[config.mk]
export PLATFORM = sky130hd
export DESIGN_NAME = wav_header_parser_flat
export DESIGN_NICKNAME = d
export VERILOG_FILES = /design/src/whp_pkg.sv /design/src/whp_in_if.sv /design/src/whp_out_if.sv /design/src/whp_ctrl.sv /design/src/whp_datapath.sv /design/src/wav_header_parser.sv /design/src/flat_wrapper.sv
export SDC_FILE = /design/constraint.sdc
export NUM_CORES = 1
export LEC_CHECK = 0
export BUFFER_PORTS_ARGS = -buffer_cell sky130_fd_sc_hd__clkbuf_2
export CORE_MARGIN = 2
export CORE_UTILIZATION = 30
export DETAILED_ROUTE_END_ITERATION = 6
export PLACE_DENSITY = 0.47
export RECOVER_POWER = 25
export SYNTH_ARGS = -nofsm -noshare
export SYNTH_HDL_FRONTEND = slang
export SYNTH_SLANG_ARGS = --single-unit
[constraint.sdc]
create_clock -name clk -period 17.3 [get_ports clk]
set_input_delay 3.46 -clock clk [delete_from_list [all_inputs] [get_ports clk]]
set_output_delay 3.46 -clock clk [all_outputs]
set_load 0.03 [all_outputs]
[src/whp_pkg.sv]
package whp_pkg;

  typedef enum logic [3:0] {
    PH_RIFF,
    PH_RSIZE,
    PH_WAVE,
    PH_ID,
    PH_FMTLEN,
    PH_DATALEN,
    PH_OTHLEN,
    PH_FMTBODY,
    PH_SKIP,
    PH_DRAIN
  } phase_t;

  typedef enum logic [2:0] {
    ST_OK,
    ST_NOT_RIFF,
    ST_TRUNCATED,
    ST_NOT_WAVE,
    ST_NOT_PCM,
    ST_NO_FMT,
    ST_ZERO_BLOCK
  } status_t;

  localparam logic [31:0] TAG_RIFF = 32'h4646_4952;
  localparam logic [31:0] TAG_WAVE = 32'h4556_4157;
  localparam logic [31:0] TAG_FMT  = 32'h2074_6D66;
  localparam logic [31:0] TAG_DATA = 32'h6174_6164;

  localparam logic [31:0] FMT_BODY_LEN = 32'd16;
  localparam logic [15:0] PCM_CODE     = 16'd1;

  localparam logic [3:0] HDR_LAST         = 4'd3;
  localparam logic [3:0] FMT_IDX_FORMAT   = 4'd1;
  localparam logic [3:0] FMT_IDX_CHANNELS = 4'd3;
  localparam logic [3:0] FMT_IDX_RATE     = 4'd7;
  localparam logic [3:0] FMT_IDX_DEPTH    = 4'd15;

  localparam int QUO_W     = 32;
  localparam int DIV_CNT_W = $clog2(QUO_W);
  localparam logic [DIV_CNT_W-1:0] DIV_LAST = DIV_CNT_W'(QUO_W - 1);

  typedef struct packed {
    logic    shift;
    logic    clear;
    logic    load_chunk;
    logic    load_skip_word;
    logic    load_skip_fmt;
    logic    dec_skip;
    logic    load_chan;
    logic    load_rate;
    logic    load_depth;
    logic    out_load;
    status_t code;
    logic    found;
    logic    div_start;
    logic    div_step;
    logic    div_last;
  } cmd_t;

  typedef struct packed {
    logic is_riff;
    logic is_wave;
    logic is_fmt;
    logic is_data;
    logic word_zero;
    logic pcm_ok;
    logic skip_one;
    logic fmt_short;
    logic block_zero;
  } sts_t;

endpackage

[src/whp_in_if.sv]
interface whp_in_if;
  logic       valid;
  logic       ready;
  logic [7:0] data_byte;
  logic       last_byte;

  modport source (output valid, output data_byte, output last_byte, input ready);
  modport sink (input valid, input data_byte, input last_byte, output ready);
endinterface

[src/whp_out_if.sv]
interface whp_out_if;
  logic        valid;
  logic        ready;
  logic [2:0]  status;
  logic        data_found;
  logic [15:0] chan_count;
  logic [31:0] rate_hz;
  logic [15:0] sample_bits;
  logic [31:0] num_samples;

  modport source (
    output valid, output status, output data_found, output chan_count,
    output rate_hz, output sample_bits, output num_samples, input ready
  );
  modport sink (
    input valid, input status, input data_found, input chan_count,
    input rate_hz, input sample_bits, input num_samples, output ready
  );
endinterface

[src/whp_ctrl.sv]
module whp_ctrl (
  input  logic          clk,
  input  logic          rst,
  input  logic          in_valid,
  input  logic          in_last,
  output logic          in_ready,
  output logic          out_valid,
  input  logic          out_ready,
  input  whp_pkg::sts_t sts,
  output whp_pkg::cmd_t cmd
);

  whp_pkg::phase_t phase, phase_next, phase_adv;
  logic [3:0] field_count, field_count_next, fc_adv;
  logic fmt_seen, fmt_seen_next, fmt_adv;
  logic reported, reported_next, rep_adv;
  logic div_busy, div_busy_next;
  logic [whp_pkg::DIV_CNT_W-1:0] div_count, div_count_next;
  logic out_valid_next;
  logic acc;
  logic show;
  logic finish;
  logic wrap;

  assign in_ready = !div_busy && (!out_valid || out_ready || reported);
  assign acc      = in_valid && in_ready;

  // parse step for the incoming word
  always_comb begin
    phase_adv = phase;
    fc_adv    = field_count;
    fmt_adv   = fmt_seen;
    rep_adv   = reported;
    unique case (phase)
      whp_pkg::PH_RIFF, whp_pkg::PH_RSIZE, whp_pkg::PH_WAVE, whp_pkg::PH_ID,
      whp_pkg::PH_FMTLEN, whp_pkg::PH_DATALEN, whp_pkg::PH_OTHLEN: begin
        if (field_count != whp_pkg::HDR_LAST) begin
          fc_adv = field_count + 4'd1;
        end else begin
          fc_adv = '0;
          unique case (phase)
            whp_pkg::PH_RIFF: begin
              if (sts.is_riff) begin
                phase_adv = whp_pkg::PH_RSIZE;
              end else begin
                phase_adv = whp_pkg::PH_DRAIN;
                rep_adv   = 1'b1;
              end
            end
            whp_pkg::PH_RSIZE: phase_adv = whp_pkg::PH_WAVE;
            whp_pkg::PH_WAVE: begin
              if (sts.is_wave) begin
                phase_adv = whp_pkg::PH_ID;
              end else begin
                phase_adv = whp_pkg::PH_DRAIN;
                rep_adv   = 1'b1;
              end
            end
            whp_pkg::PH_ID: begin
              if (sts.is_fmt) begin
                phase_adv = whp_pkg::PH_FMTLEN;
              end else if (sts.is_data) begin
                phase_adv = whp_pkg::PH_DATALEN;
              end else begin
                phase_adv = whp_pkg::PH_OTHLEN;
              end
            end
            whp_pkg::PH_FMTLEN: phase_adv = whp_pkg::PH_FMTBODY;
            whp_pkg::PH_DATALEN: begin
              phase_adv = whp_pkg::PH_DRAIN;
              rep_adv   = 1'b1;
            end
            whp_pkg::PH_OTHLEN: begin
              phase_adv = sts.word_zero ? whp_pkg::PH_ID : whp_pkg::PH_SKIP;
            end
            default: ;
          endcase
        end
      end
      whp_pkg::PH_FMTBODY: begin
        fc_adv = field_count + 4'd1;
        if (field_count == whp_pkg::FMT_IDX_FORMAT && !sts.pcm_ok) begin
          phase_adv = whp_pkg::PH_DRAIN;
          rep_adv   = 1'b1;
        end else if (field_count == whp_pkg::FMT_IDX_DEPTH) begin
          fc_adv    = '0;
          fmt_adv   = 1'b1;
          phase_adv = sts.fmt_short ? whp_pkg::PH_ID : whp_pkg::PH_SKIP;
        end
      end
      whp_pkg::PH_SKIP: begin
        if (sts.skip_one) begin
          phase_adv = whp_pkg::PH_ID;
        end
      end
      default: ;
    endcase
  end

  // next state
  always_comb begin
    phase_next       = phase;
    field_count_next = field_count;
    fmt_seen_next    = fmt_seen;
    reported_next    = reported;
    if (acc) begin
      if (in_last) begin
        phase_next       = whp_pkg::PH_RIFF;
        field_count_next = '0;
        fmt_seen_next    = 1'b0;
        reported_next    = 1'b0;
      end else begin
        phase_next       = phase_adv;
        field_count_next = fc_adv;
        fmt_seen_next    = fmt_adv;
        reported_next    = rep_adv;
      end
    end

    div_busy_next  = div_busy;
    div_count_next = div_count;
    if (cmd.div_start) begin
      div_busy_next  = 1'b1;
      div_count_next = '0;
    end else if (div_busy) begin
      div_count_next = div_count + 1'b1;
      if (cmd.div_last) begin
        div_busy_next = 1'b0;
      end
    end

    out_valid_next = out_valid;
    if (show) begin
      out_valid_next = 1'b1;
    end else if (out_valid && out_ready) begin
      out_valid_next = 1'b0;
    end
  end

  // commands
  always_comb begin
    cmd        = '0;
    cmd.shift  = acc;
    cmd.clear  = acc && in_last;
    if (acc) begin
      unique case (phase)
        whp_pkg::PH_FMTLEN, whp_pkg::PH_DATALEN: begin
          cmd.load_chunk = field_count == whp_pkg::HDR_LAST;
        end
        whp_pkg::PH_OTHLEN: begin
          cmd.load_chunk     = field_count == whp_pkg::HDR_LAST;
          cmd.load_skip_word = field_count == whp_pkg::HDR_LAST;
        end
        whp_pkg::PH_FMTBODY: begin
          cmd.load_chan     = field_count == whp_pkg::FMT_IDX_CHANNELS;
          cmd.load_rate     = field_count == whp_pkg::FMT_IDX_RATE;
          cmd.load_depth    = field_count == whp_pkg::FMT_IDX_DEPTH;
          cmd.load_skip_fmt = field_count == whp_pkg::FMT_IDX_DEPTH;
        end
        whp_pkg::PH_SKIP: cmd.dec_skip = 1'b1;
        default: ;
      endcase
    end

    finish = acc && rep_adv && !reported;
    wrap   = acc && in_last && !rep_adv;

    if (finish) begin
      unique case (phase)
        whp_pkg::PH_RIFF:    cmd.code = whp_pkg::ST_NOT_RIFF;
        whp_pkg::PH_WAVE:    cmd.code = whp_pkg::ST_NOT_WAVE;
        whp_pkg::PH_FMTBODY: cmd.code = whp_pkg::ST_NOT_PCM;
        whp_pkg::PH_DATALEN: begin
          if (!fmt_seen) begin
            cmd.code = whp_pkg::ST_NO_FMT;
          end else if (sts.block_zero) begin
            cmd.code = whp_pkg::ST_ZERO_BLOCK;
          end else begin
            cmd.code      = whp_pkg::ST_OK;
            cmd.found     = 1'b1;
            cmd.div_start = 1'b1;
          end
        end
        default: cmd.code = whp_pkg::ST_TRUNCATED;
      endcase
    end else if (wrap) begin
      unique case (phase_adv)
        whp_pkg::PH_RIFF: cmd.code = whp_pkg::ST_NOT_RIFF;
        whp_pkg::PH_WAVE: cmd.code = whp_pkg::ST_NOT_WAVE;
        whp_pkg::PH_ID, whp_pkg::PH_SKIP: begin
          cmd.code = fmt_adv ? whp_pkg::ST_OK : whp_pkg::ST_NO_FMT;
        end
        default: cmd.code = whp_pkg::ST_TRUNCATED;
      endcase
    end

    cmd.out_load = finish || wrap;
    cmd.div_step = div_busy;
    cmd.div_last = div_busy && (div_count == whp_pkg::DIV_LAST);
    show         = (cmd.out_load && !cmd.div_start) || cmd.div_last;
  end

  always_ff @(posedge clk) begin
    if (rst) begin
      phase       <= whp_pkg::PH_RIFF;
      field_count <= '0;
      fmt_seen    <= 1'b0;
      reported    <= 1'b0;
      div_busy    <= 1'b0;
      div_count   <= '0;
      out_valid   <= 1'b0;
    end else begin
      phase       <= phase_next;
      field_count <= field_count_next;
      fmt_seen    <= fmt_seen_next;
      reported    <= reported_next;
      div_busy    <= div_busy_next;
      div_count   <= div_count_next;
      out_valid   <= out_valid_next;
    end
  end

endmodule

[src/whp_datapath.sv]
module whp_datapath (
  input  logic             clk,
  input  logic             rst,
  input  logic [7:0]       data_byte,
  input  whp_pkg::cmd_t    cmd,
  output whp_pkg::sts_t    sts,
  output whp_pkg::status_t status,
  output logic             data_found,
  output logic [15:0]      chan_count,
  output logic [31:0]      rate_hz,
  output logic [15:0]      sample_bits,
  output logic [31:0]      num_samples
);

  logic [31:0] shift_word;
  logic [31:0] chunk_length;
  logic [31:0] skip_remaining;
  logic [15:0] channels_held;
  logic [31:0] rate_held;
  logic [15:0] depth_held;

  logic [31:0] word;
  logic [15:0] chan_new;
  logic [31:0] rate_new;
  logic [15:0] depth_new;

  // long division, one quotient bit per cycle
  logic [whp_pkg::QUO_W-1:0] quo;
  logic [28:0] rem;
  logic [28:0] divisor;
  logic [28:0] product;
  logic [29:0] rem_shift;
  logic [29:0] rem_diff;
  logic        ge;

  assign word = {data_byte, shift_word[31:8]};

  assign sts.is_riff    = word == whp_pkg::TAG_RIFF;
  assign sts.is_wave    = word == whp_pkg::TAG_WAVE;
  assign sts.is_fmt     = word == whp_pkg::TAG_FMT;
  assign sts.is_data    = word == whp_pkg::TAG_DATA;
  assign sts.word_zero  = word == '0;
  assign sts.pcm_ok     = word[31:16] == whp_pkg::PCM_CODE;
  assign sts.skip_one   = skip_remaining == 32'd1;
  assign sts.fmt_short  = chunk_length <= whp_pkg::FMT_BODY_LEN;
  assign sts.block_zero = (channels_held == '0) || (depth_held[15:3] == '0);

  assign chan_new  = cmd.load_chan ? word[31:16] : channels_held;
  assign rate_new  = cmd.load_rate ? word : rate_held;
  assign depth_new = cmd.load_depth ? word[31:16] : depth_held;

  assign product   = channels_held * depth_held[15:3];
  assign rem_shift = {rem, quo[whp_pkg::QUO_W-1]};
  assign rem_diff  = rem_shift - {1'b0, divisor};
  assign ge        = rem_shift >= {1'b0, divisor};

  always_ff @(posedge clk) begin
    if (rst || cmd.clear) begin
      shift_word     <= '0;
      chunk_length   <= '0;
      skip_remaining <= '0;
      channels_held  <= '0;
      rate_held      <= '0;
      depth_held     <= '0;
    end else begin
      if (cmd.shift) begin
        shift_word <= word;
      end
      if (cmd.load_chunk) begin
        chunk_length <= word;
      end
      if (cmd.load_skip_word) begin
        skip_remaining <= word;
      end else if (cmd.load_skip_fmt) begin
        skip_remaining <= sts.fmt_short ? '0 : chunk_length - whp_pkg::FMT_BODY_LEN;
      end else if (cmd.dec_skip) begin
        skip_remaining <= skip_remaining - 32'd1;
      end
      channels_held <= chan_new;
      rate_held     <= rate_new;
      depth_held    <= depth_new;
    end
  end

  always_ff @(posedge clk) begin
    if (cmd.div_start) begin
      quo     <= word;
      rem     <= '0;
      divisor <= product;
    end else if (cmd.div_step) begin
      quo <= {quo[whp_pkg::QUO_W-2:0], ge};
      rem <= ge ? rem_diff[28:0] : rem_shift[28:0];
    end
  end

  always_ff @(posedge clk) begin
    if (cmd.out_load) begin
      status      <= cmd.code;
      data_found  <= cmd.found;
      chan_count  <= chan_new;
      rate_hz     <= rate_new;
      sample_bits <= depth_new;
      num_samples <= '0;
    end else if (cmd.div_last) begin
      num_samples <= {quo[whp_pkg::QUO_W-2:0], ge};
    end
  end

endmodule

[src/wav_header_parser.sv]
// a result without a divide leaves its register the cycle after the header's last byte
// a data chunk result waits for the bit-serial divide of size by block size
// throughput: one byte per cycle, input held off during the divide
// and at the start of a file while the previous result waits to be taken
// reset: synchronous rst returns the parser to the riff tag and drops any pending result
module wav_header_parser (
  input logic       clk,
  input logic       rst,
  whp_in_if.sink    bytes,
  whp_out_if.source result
);

  whp_pkg::cmd_t    cmd;
  whp_pkg::sts_t    sts;
  whp_pkg::status_t status;

  whp_ctrl u_ctrl (
    .clk       (clk),
    .rst       (rst),
    .in_valid  (bytes.valid),
    .in_last   (bytes.last_byte),
    .in_ready  (bytes.ready),
    .out_valid (result.valid),
    .out_ready (result.ready),
    .sts       (sts),
    .cmd       (cmd)
  );

  whp_datapath u_datapath (
    .clk         (clk),
    .rst         (rst),
    .data_byte   (bytes.data_byte),
    .cmd         (cmd),
    .sts         (sts),
    .status      (status),
    .data_found  (result.data_found),
    .chan_count  (result.chan_count),
    .rate_hz     (result.rate_hz),
    .sample_bits (result.sample_bits),
    .num_samples (result.num_samples)
  );

  assign result.status = status;

endmodule

[src/flat_wrapper.sv]
// flat-port wrapper written by rule: the top's interface ports become plain ports
module wav_header_parser_flat 
  (clk, rst, bytes_valid, bytes_data_byte, bytes_last_byte, bytes_ready, result_valid, result_status, result_data_found, result_chan_count, result_rate_hz, result_sample_bits, result_num_samples, result_ready);
  whp_in_if bytes_i ();
  whp_out_if result_i ();
  input logic clk;
  input logic rst;
  input wire logic [$bits(bytes_i.valid)-1:0] bytes_valid;
  input wire logic [$bits(bytes_i.data_byte)-1:0] bytes_data_byte;
  input wire logic [$bits(bytes_i.last_byte)-1:0] bytes_last_byte;
  output wire logic [$bits(bytes_i.ready)-1:0] bytes_ready;
  output wire logic [$bits(result_i.valid)-1:0] result_valid;
  output wire logic [$bits(result_i.status)-1:0] result_status;
  output wire logic [$bits(result_i.data_found)-1:0] result_data_found;
  output wire logic [$bits(result_i.chan_count)-1:0] result_chan_count;
  output wire logic [$bits(result_i.rate_hz)-1:0] result_rate_hz;
  output wire logic [$bits(result_i.sample_bits)-1:0] result_sample_bits;
  output wire logic [$bits(result_i.num_samples)-1:0] result_num_samples;
  input wire logic [$bits(result_i.ready)-1:0] result_ready;
  assign bytes_i.valid = bytes_valid;
  assign bytes_i.data_byte = bytes_data_byte;
  assign bytes_i.last_byte = bytes_last_byte;
  assign bytes_ready = bytes_i.ready;
  assign result_valid = result_i.valid;
  assign result_status = result_i.status;
  assign result_data_found = result_i.data_found;
  assign result_chan_count = result_i.chan_count;
  assign result_rate_hz = result_i.rate_hz;
  assign result_sample_bits = result_i.sample_bits;
  assign result_num_samples = result_i.num_samples;
  assign result_i.ready = result_ready;
  wav_header_parser u_core (.clk(clk), .rst(rst), .bytes(bytes_i), .result(result_i));
endmodule
After elaboration in Yosys (flattened, before gate mapping). Index checks and enable logic that the tools add are counted. W data, S select, Z words.

Add/subtract/negate cells: 5. $mul: 1. Magnitude comparators: 2. Equality and inequality tests: 23. Multiplexer cells: 61. Reductions and logical operators: 37.

Operators with widths (count): $mux W32 (7); $eq A32 B31 Y1 const B (3); $mux W4 (13); $eq A32 B1 Y1 const B (1); $eq A32 B30 Y1 const B (1); $le A32 B5 Y1 const B (1); $logic_not A32 Y1 (1); $mux W16 (2); $sub A32 B1 Y32 const B (1); $sub A32 B5 Y32 const B (1); $ge A30 B29 Y1 (1); $mul A16 B13 Y29 (1); $mux W29 (1); $sub A29 B29 Y29 (1); $pmux W4 S7 (1); $mux W1 (21); $eq A4 B2 Y1 const B (5); $eq A4 B3 Y1 const B (5); $mux W3 (6); $eq A16 B1 Y1 const B (1); $logic_not A16 Y1 (1); $logic_not A13 Y1 (1); $eq A4 B4 Y1 const B (3); $pmux W3 S4 (1); other kinds (23) (49).

Register bits after elaboration: 367. Bits of input ports: 13. Output and inout port bits: 102. Word-level logic and storage cells: 151.

Longest topological paths before layout. Gate-level depths: netlist of the first run.

Depth in word-level cells: 12. Gate-level depth with buffers: 22. Mapped depth without buffers: 20.

Modules after synthesis. From an unflattened synthesis of the first run, not the netlist that was laid out.

Cells, all modules: 2469. Area, all modules: 23921.7 um2.

By module, submodules not included: whp_datapath (times used 1, cells each 2279, area an instance 22477.8 um2, seq. area each 8137.8 um2); whp_ctrl (times used 1, cells each 190, area an instance 1443.9 um2, seq. area each 340.3 um2).

Worst setup path after synthesis of the first run. Ideal clock, no wire load.

Path type: input-to-output. Start point: input result_ready. End point: output bytes_ready. Arrival: 4.170 ns. Required time: 13.840 ns. Path slack: 9.670 ns. Stages: 2. Buffers on the path: 0. Path through: or3b_2 -> and2_1.

Longest elaborated chain between the ends: 3.

RTL lines: start, declared (RTL line flat_wrapper.sv:19) `input wire logic [$bits(result_i.ready)-1:0] result_ready;`; $logic_or A1 B1 Y1 (2 in series) (RTL line whp_ctrl.sv:25) `assign in_ready = !div_busy && (!out_valid || out_ready || reported);`; $logic_and A1 B1 Y1 (RTL line whp_ctrl.sv:25); end, declared (RTL line flat_wrapper.sv:11) `output wire logic [$bits(bytes_i.ready)-1:0] bytes_ready;`.

No other way between the ends.

Final worst setup path of the first run.
Start point: input result_ready. End point: register u_core.u_datapath.skip_remaining[28].

Longest elaborated chain between the ends: 7. Elaborated cells between the ends (all ways): 10. Classes of those cells: mux (3); reduce/logical (7).

RTL lines: $logic_or A1 B1 Y1 * (2 in series) (RTL line whp_ctrl.sv:25); $logic_and A1 B1 Y1 * (RTL line whp_ctrl.sv:25); $logic_and A1 B1 Y1 * (RTL line whp_ctrl.sv:26) `assign acc = in_valid && in_ready;`; $mux W7 (RTL line whp_ctrl.sv:145) `if (acc) begin`; $mux W32 (RTL line whp_datapath.sv:74) `end else if (cmd.load_skip_fmt) begin`; $mux W32 (RTL line whp_datapath.sv:72) `if (cmd.load_skip_word) begin`; end signal, assigned (RTL line whp_datapath.sv:73) `skip_remaining <= word;`; end signal, assigned (RTL line whp_datapath.sv:75) `skip_remaining <= sts.fmt_short ? '0 : chunk_length - whp_pkg::FMT_BODY_LEN;`; end signal, assigned (RTL line whp_datapath.sv:77) `skip_remaining <= skip_remaining - 32'd1;`; end, declared (RTL line whp_datapath.sv:17) `logic [31:0] skip_remaining;`.

Mark *: on every way between the ends. The rest lies on a longest branch, timed or not. A chain may end at the register's enable or synchronous reset.

==> results of run 1 <==
==> power by group through the flow <==
stage | combinational [mW] | clock [mW] | sequential [mW]
2_1_floorplan | 0.138 | 0 | 0.939
3_3_place_gp | 0.200 | 0 | 0.935
3_5_place_dp | 0.203 | 0 | 0.935
4_1_cts | 0.204 | 0.964 | 0.917
5_1_grt | 0.222 | 0.997 | 0.920
6_report | 0.202 | 0.939 | 0.917
==> worst reg2reg max path, cell delays in order, from the launching register on <==
cell and delay [ps]:
dfxtp_1 540, clkbuf_1 490, and2_1 230, fa_1 410, inv_1 90, fa_1 400, inv_1 90, fa_1 440
fa_1 490, inv_1 60, fa_1 520, inv_1 40, ha_1 340, o21a_1 200, o21ai_0 270, o31ai_1 210
nor4_1 480, nor3_1 130, a2111oi_0 640, o21ai_0 240, xor2_1 180
==> worst paths after layout <==
check,cells past startpoint,endpoint
min,2,u_core.u_datapath.num_samples[6]
min reg2reg,2,u_core.u_datapath.num_samples[6]
max reg2reg,20,u_core.u_datapath.divisor[22]
max,7,u_core.u_datapath.skip_remaining[28]
==> state kept, by name, indices dropped and copies added, names as in the netlist, 3 cells and up <==
signal / flops
u_core.u_datapath.chunk_length: 32
u_core.u_datapath.num_samples: 32
u_core.u_datapath.quo: 32
u_core.u_datapath.rate_held: 32
u_core.u_datapath.rate_hz: 32
u_core.u_datapath.skip_remaining: 32
u_core.u_datapath.divisor: 29
u_core.u_datapath.rem: 29
u_core.u_datapath.shift_word: 24
u_core.u_datapath.chan_count: 16
u_core.u_datapath.channels_held: 16
u_core.u_datapath.depth_held: 16
u_core.u_datapath.sample_bits: 16
u_core.u_ctrl.div_count: 5
u_core.u_ctrl.field_count: 4
u_core.u_ctrl.phase: 4
u_core.u_datapath.status: 3
==> cell type report <==
cell class                      count  area, um2  area share (%)
Sequential cell                   359       8480            32.1
Multi-Input combinational cell   1866      13600            51.4
Timing Repair Buffer              143        644            2.44
Tap cell                         1040       1300            4.93
Clock inverter                     25        299            1.13
Inverter                          260        976            3.69
Clock buffer                       55       1150            4.36
==> metal layers <==
layer	global-route usage [%]	part of all wire, %	up-vias
met2	28.4	46	510
li1	-	-	8954
met1	23.8	46	9218
met3	2.76	5.4	101
met5	0	0.011	-
met4	4.83	2.4	2
==> cell usage in the layout (no fill, tap or decap), types with 56 or more instances in the layout <==
| cell type | netlist | routed |
|---|---|---|
| edfxtp_1 | 129 | 129 |
| inv_1 | 260 | 260 |
| nand2_1 | 510 | 510 |
| clkbuf_1 | 142 | 115 |
| ha_1 | 111 | 111 |
| nor3_1 | 57 | 56 |
| nor2_1 | 86 | 85 |
| and2_1 | 150 | 148 |
| a21oi_1 | 194 | 193 |
| dfxtp_1 | 230 | 230 |
| fa_1 | 155 | 155 |
==> metrics by stage <==
| step | instances | setup slack [ps] |
|---|---|---|
| 6_report | 3748 | 8840 |
| 5_1_grt | 3748 | 8400 |
| 4_1_cts | 3748 | 9470 |
| 3_5_place_dp | 3668 | 9470 |
| 3_3_place_gp | 3668 | 9470 |
| 2_1_floorplan | 2646 | 9670 |
==> logic make-up after synthesis <==
logic type | share of synthesized area [%]
AND/OR/NAND/NOR | 20.3
AO/OA/AOI/OAI | 11.3
buffers and inverters | 6.75
flip-flops | 35.9
adder cells (fa/ha/maj) | 19.0
XOR/XNOR | 3.45
multiplexers | 3.18
==> results_dict.tcl, run 1 <==
set metrics [dict create \
    cts_resized 0 \
    max_freq_mhz 118 \
    synth-seq-area-share_pct 35.9 \
    ys_types 76 \
    ctsHoldBuffers 0 \
    placed_area_um2 25100 \
    switching_power_mw 0.542 \
    cp_cell_sequence "buf_1, or3b_2, and3_1, clkbuf_1, a21o_2, clkbuf_1, nor3_1" \
    synth_warnings 0 \
    grt_pass1_vias 19100 \
    yosys.area.top_type "dfxtp_1" \
    fillCellCount 8176 \
    synth_seq_cells 359 \
    tightestPinTransition_ps 4360 \
    io_buffers 114 \
    drcViolationCount 0 \
    async_flop_share_pct 0 \
    critPathSlowestCell "clkbuf_1" \
    syn-num-nets 2925 \
    vias 18800 \
    grt_usage_pct 17.4 \
    required_ps 17580 \
    area_growth_pct 12.0 \
    maxCapViolCount 3 \
    min_from "u_core.u_datapath.num_samples[6]" \
    synth_area_um2 23600 \
    clockRootBuffer "clkbuf_16" \
    p_total_mw 2.06 \
    dr.pass1.iters 5 \
    report.final.setup_viol 0 \
    timing.hold.ws_ps 455 \
    cts_setup_buffers 0 \
    cts_tree "yes" \
    hold_path.class "flop to flop" \
    dp_hpwl_um 49200 \
    die_h_um 284 \
    antenna_found_initial 2 \
    fin_skew_ps 44.0 \
    antennaDiodeCount 0 \
    violations "max-capacitance violations, max-slew violations" \
    timing.final.crit_period_ps 8460 \
    status "complete, but fails checks" \
    worstPathArrival_ps 8740 \
    vdd_drop_max_uv 66.2 \
    clk_latency_ps 600 \
    crit_type "input pin to flop" \
    routed_wirelength_um 70600 \
    num_rows 102 \
    ys.flop_type "dfxtp_1" \
    cts_buffer_depth 3 \
    reg2reg_setup_slack_ps 10540 \
    synth-edff-count 129 \
    die-area_um2 80900 \
    endpoint_kind "flop" \
    cp-start-kind "input pin" \
    drt_iter0_drc 1244 \
    syn_area_per_cell_um2 8.91 \
    yosysMostFrequentCell "nand2_1" \
    slew_violations 164 \
    cp_top_family "buffers and inverters" \
    grt_first_pass_wirelength_um 111000 \
    ys_top_cells_by_count "510 x nand2_1, 260 x inv_1, 230 x dfxtp_1, 194 x a21oi_1, 155 x fa_1" \
    setup_tns_ps 0 \
    comb_power_share_pct 9.8 \
    cts_buffers 43 \
    gp_congestion 0.863 \
    yosys.area.top_type_share_pct 19.5 \
    power.share.clock_pct 45.6 \
    final_nets 2952 \
    startpoint "result_ready" \
    p_leak_nw 11.0 \
    swShare_pct 26.3 \
    cpPeakStageDelay_ps 3020 \
    path_buf_inv 3 \
    die_w_um 284 \
    power-per-cell-area_nw_per_um2 77.9 \
    synthTopCellsByArea "dfxtp_1 20%, edfxtp_1 16%, fa_1 13%" \
    fp.coreArea_um2 77600 \
    final_cell_area_um2 26400 \
    fin_util_pct 34.0 \
    numClockSinks 359 \
    routedWlPerCell_um 18.8 \
    grt_overflow 0 \
    rsz0062_at_grt "no" \
    ioPinCount 115 \
    initial_core_util_pct 30.4 \
    htree_levels 2 \
    grt_max_degree 88 \
    path_clk_slew_ps 60 \
    crit_path_max_fanout 87 \
    period_share_pct 48.9 \
    regToRegStartpoint "u_core.u_datapath.depth_held[5]" \
    pwr-share-seq_pct 44.6 \
    antenna_left 0 \
    drive_gt1_share_pct 6.57 \
    viasPerCell 5.01 \
    cp_common_cell "clkbuf_1" \
    p_int_mw 1.52 \
    synthCells 2646 \
    hold_violations 0 \
    relSlewSlack_pct -191 \
]
(Power assumes the default switching activity.)
==> run 2: changes to the inputs <==
Settings changed: PLACE_DENSITY 0.47 to 0.48.
Clock period 17.3 ns to 7.4 ns, I/O delays scaled along.
==> run 2 against run 1 <==
Compared with the run above: the run still ends with max-capacitance violations, max-slew violations left; wire length increased by 3.5%; global-route usage increased by 0.57 points; sequential cell count unchanged; clock power increased by 140%; final cell count increased by 0.43%; critical endpoint is now u_core.u_datapath.divisor[22].
==> results_dict.tcl, run 2 (synthesis gave the netlist of run 1 again) <==
set metrics [dict create \
    worstHoldEndpoint "u_core.u_datapath.num_samples[3]" \
    gp_congestion 0.856 \
    grt_max_degree 67 \
    vias 19000 \
    min_from "u_core.u_datapath.num_samples[3]" \
    die_w_um 284 \
    fp.coreArea_um2 77600 \
    grt_overflow 0 \
    r2r_cells 18 \
    cts_resized 0 \
    fillCellCount 8129 \
    p_total_mw 4.86 \
    final_common_cell "nand2_1" \
    die-area_um2 80900 \
    required_ps 7700 \
    max_freq_mhz 150 \
    fin_util_pct 34.3 \
    dr.pass1.iters 6 \
    numClockSinks 359 \
    antenna_left 0 \
    dp_slack_ps 877 \
    hold_depth 2 \
    layout_common_cells "510 x nand2_1, 260 x inv_1, 230 x dfxtp_1, 193 x a21oi_1, 155 x fa_1" \
    grt_usage_pct 17.9 \
    endpoint_kind "flop" \
    htree_levels 2 \
    die_h_um 284 \
    drive_gt1_share_pct 6.98 \
    drcViolationCount 0 \
    routedWlPerCell_um 19.4 \
    final_cells 3764 \
    final_nets 2965 \
    status "complete, but fails checks" \
    antenna_found_initial 2 \
    timing.hold.ws_ps 456 \
    setup_tns_ps 0 \
    report.final.setup_viol 0 \
    p_leak_nw 11.1 \
    tightestPinTransition_ps 2380 \
    placed_area_um2 25200 \
    initial_core_util_pct 30.4 \
    hold_path.class "flop to flop" \
    vdd_drop_max_uv 157 \
    power-per-cell-area_nw_per_um2 183 \
    dpl.cell_count 3680 \
    slew_violations 112 \
    regToRegStartpoint "u_core.u_datapath.depth_held[7]" \
    clk_latency_ps 610 \
    cts_buffer_depth 3 \
    hold_violations 0 \
    grt_first_pass_wirelength_um 114000 \
    dp_hpwl_um 51500 \
    cts_tree "yes" \
    drt_iter0_drc 1319 \
    crit_path_max_fanout 18 \
    path_clk_slew_ps 60 \
    grt_pass1_vias 19300 \
    viasPerCell 5.05 \
    final_cell_area_um2 26600 \
    reg2reg_setup_slack_ps 750 \
    num_rows 102 \
    io_buffers 114 \
    fin_skew_ps 49.9 \
    crit_type "flop to flop" \
    area_growth_pct 12.7 \
    worstPathArrival_ps 6960 \
    cp-start-kind "flop" \
    ctsHoldBuffers 0 \
    rsz0062_at_grt "no" \
    cts_setup_buffers 0 \
    reg2reg_to "u_core.u_datapath.divisor[22]" \
    violations "max-capacitance violations, max-slew violations" \
    clockRootBuffer "clkbuf_16" \
    maxCapViolCount 3 \
    ioPinCount 115 \
    timing.final.crit_period_ps 6650 \
    period_share_pct 89.9 \
    relSlewSlack_pct -58.6 \
    worst_slack_ps 749 \
    routed_wirelength_um 73100 \
    cts_buffers 44 \
]
-- run 2: where the power goes --
group	switching (mW)	internal [mW]	total [mW]
Sequential	0.0463	2.09	2.13
Clock	0.931	1.31	2.25
Combinational	0.315	0.167	0.482
Total	1.29	3.57	4.86
-- run 2: cell type report --
cell class / count / area (um2) / area share (%)
sequential: 359 / 8480 / 31.9
tap: 1040 / 1300 / 4.90
inverter: 260 / 976 / 3.67
clock inverter: 24 / 308 / 1.16
clock buffer: 58 / 1210 / 4.57
antenna: 2 / 5.00 / 0.0188
multi-input combinational: 1866 / 13600 / 51.0
timing repair buffer: 155 / 736 / 2.77
-- run 2: critical path, cell delays in order (launching register included) --
cell,delay (ps)
dfxtp_1,900
nand2_1,160
fa_1,490
fa_1,510
inv_1,60
fa_1,460
fa_1,540
inv_1,50
fa_1,520
inv_1,40
ha_1,380
a21oi_1,210
a2bb2oi_1,230
o31ai_1,150
nor4_1,450
nor3_1,130
a2111oi_0,620
o21ai_0,250
xor2_1,190
-- run 2: how the worst max path moves through the flow --
| stage | slack [ps] | to | cells after the start | start |
|---|---|---|---|---|
| floorplan | 1520 | u_core.u_datapath.divisor[22] | 20 | u_core.u_datapath.depth_held[9] |
| global placement | 1080 | u_core.u_datapath.divisor[22] | 18 | u_core.u_datapath.depth_held[7] |
| detailed placement | 880 | u_core.u_datapath.divisor[22] | 18 | u_core.u_datapath.depth_held[7] |
| CTS | 820 | u_core.u_datapath.divisor[22] | 18 | u_core.u_datapath.depth_held[7] |
| global route | 390 | u_core.u_datapath.divisor[22] | 18 | u_core.u_datapath.depth_held[7] |
| finish | 750 | u_core.u_datapath.divisor[22] | 18 | u_core.u_datapath.depth_held[7] |
-- run 2: per-layer routing --
metal	GRT usage [%]	wire length, um	vias up
met5	0	0	-
met4	4.41	1450	0
met3	3.15	4300	91
li1	-	-	8967
met2	29.3	33900	529
met1	24.6	33400	9430
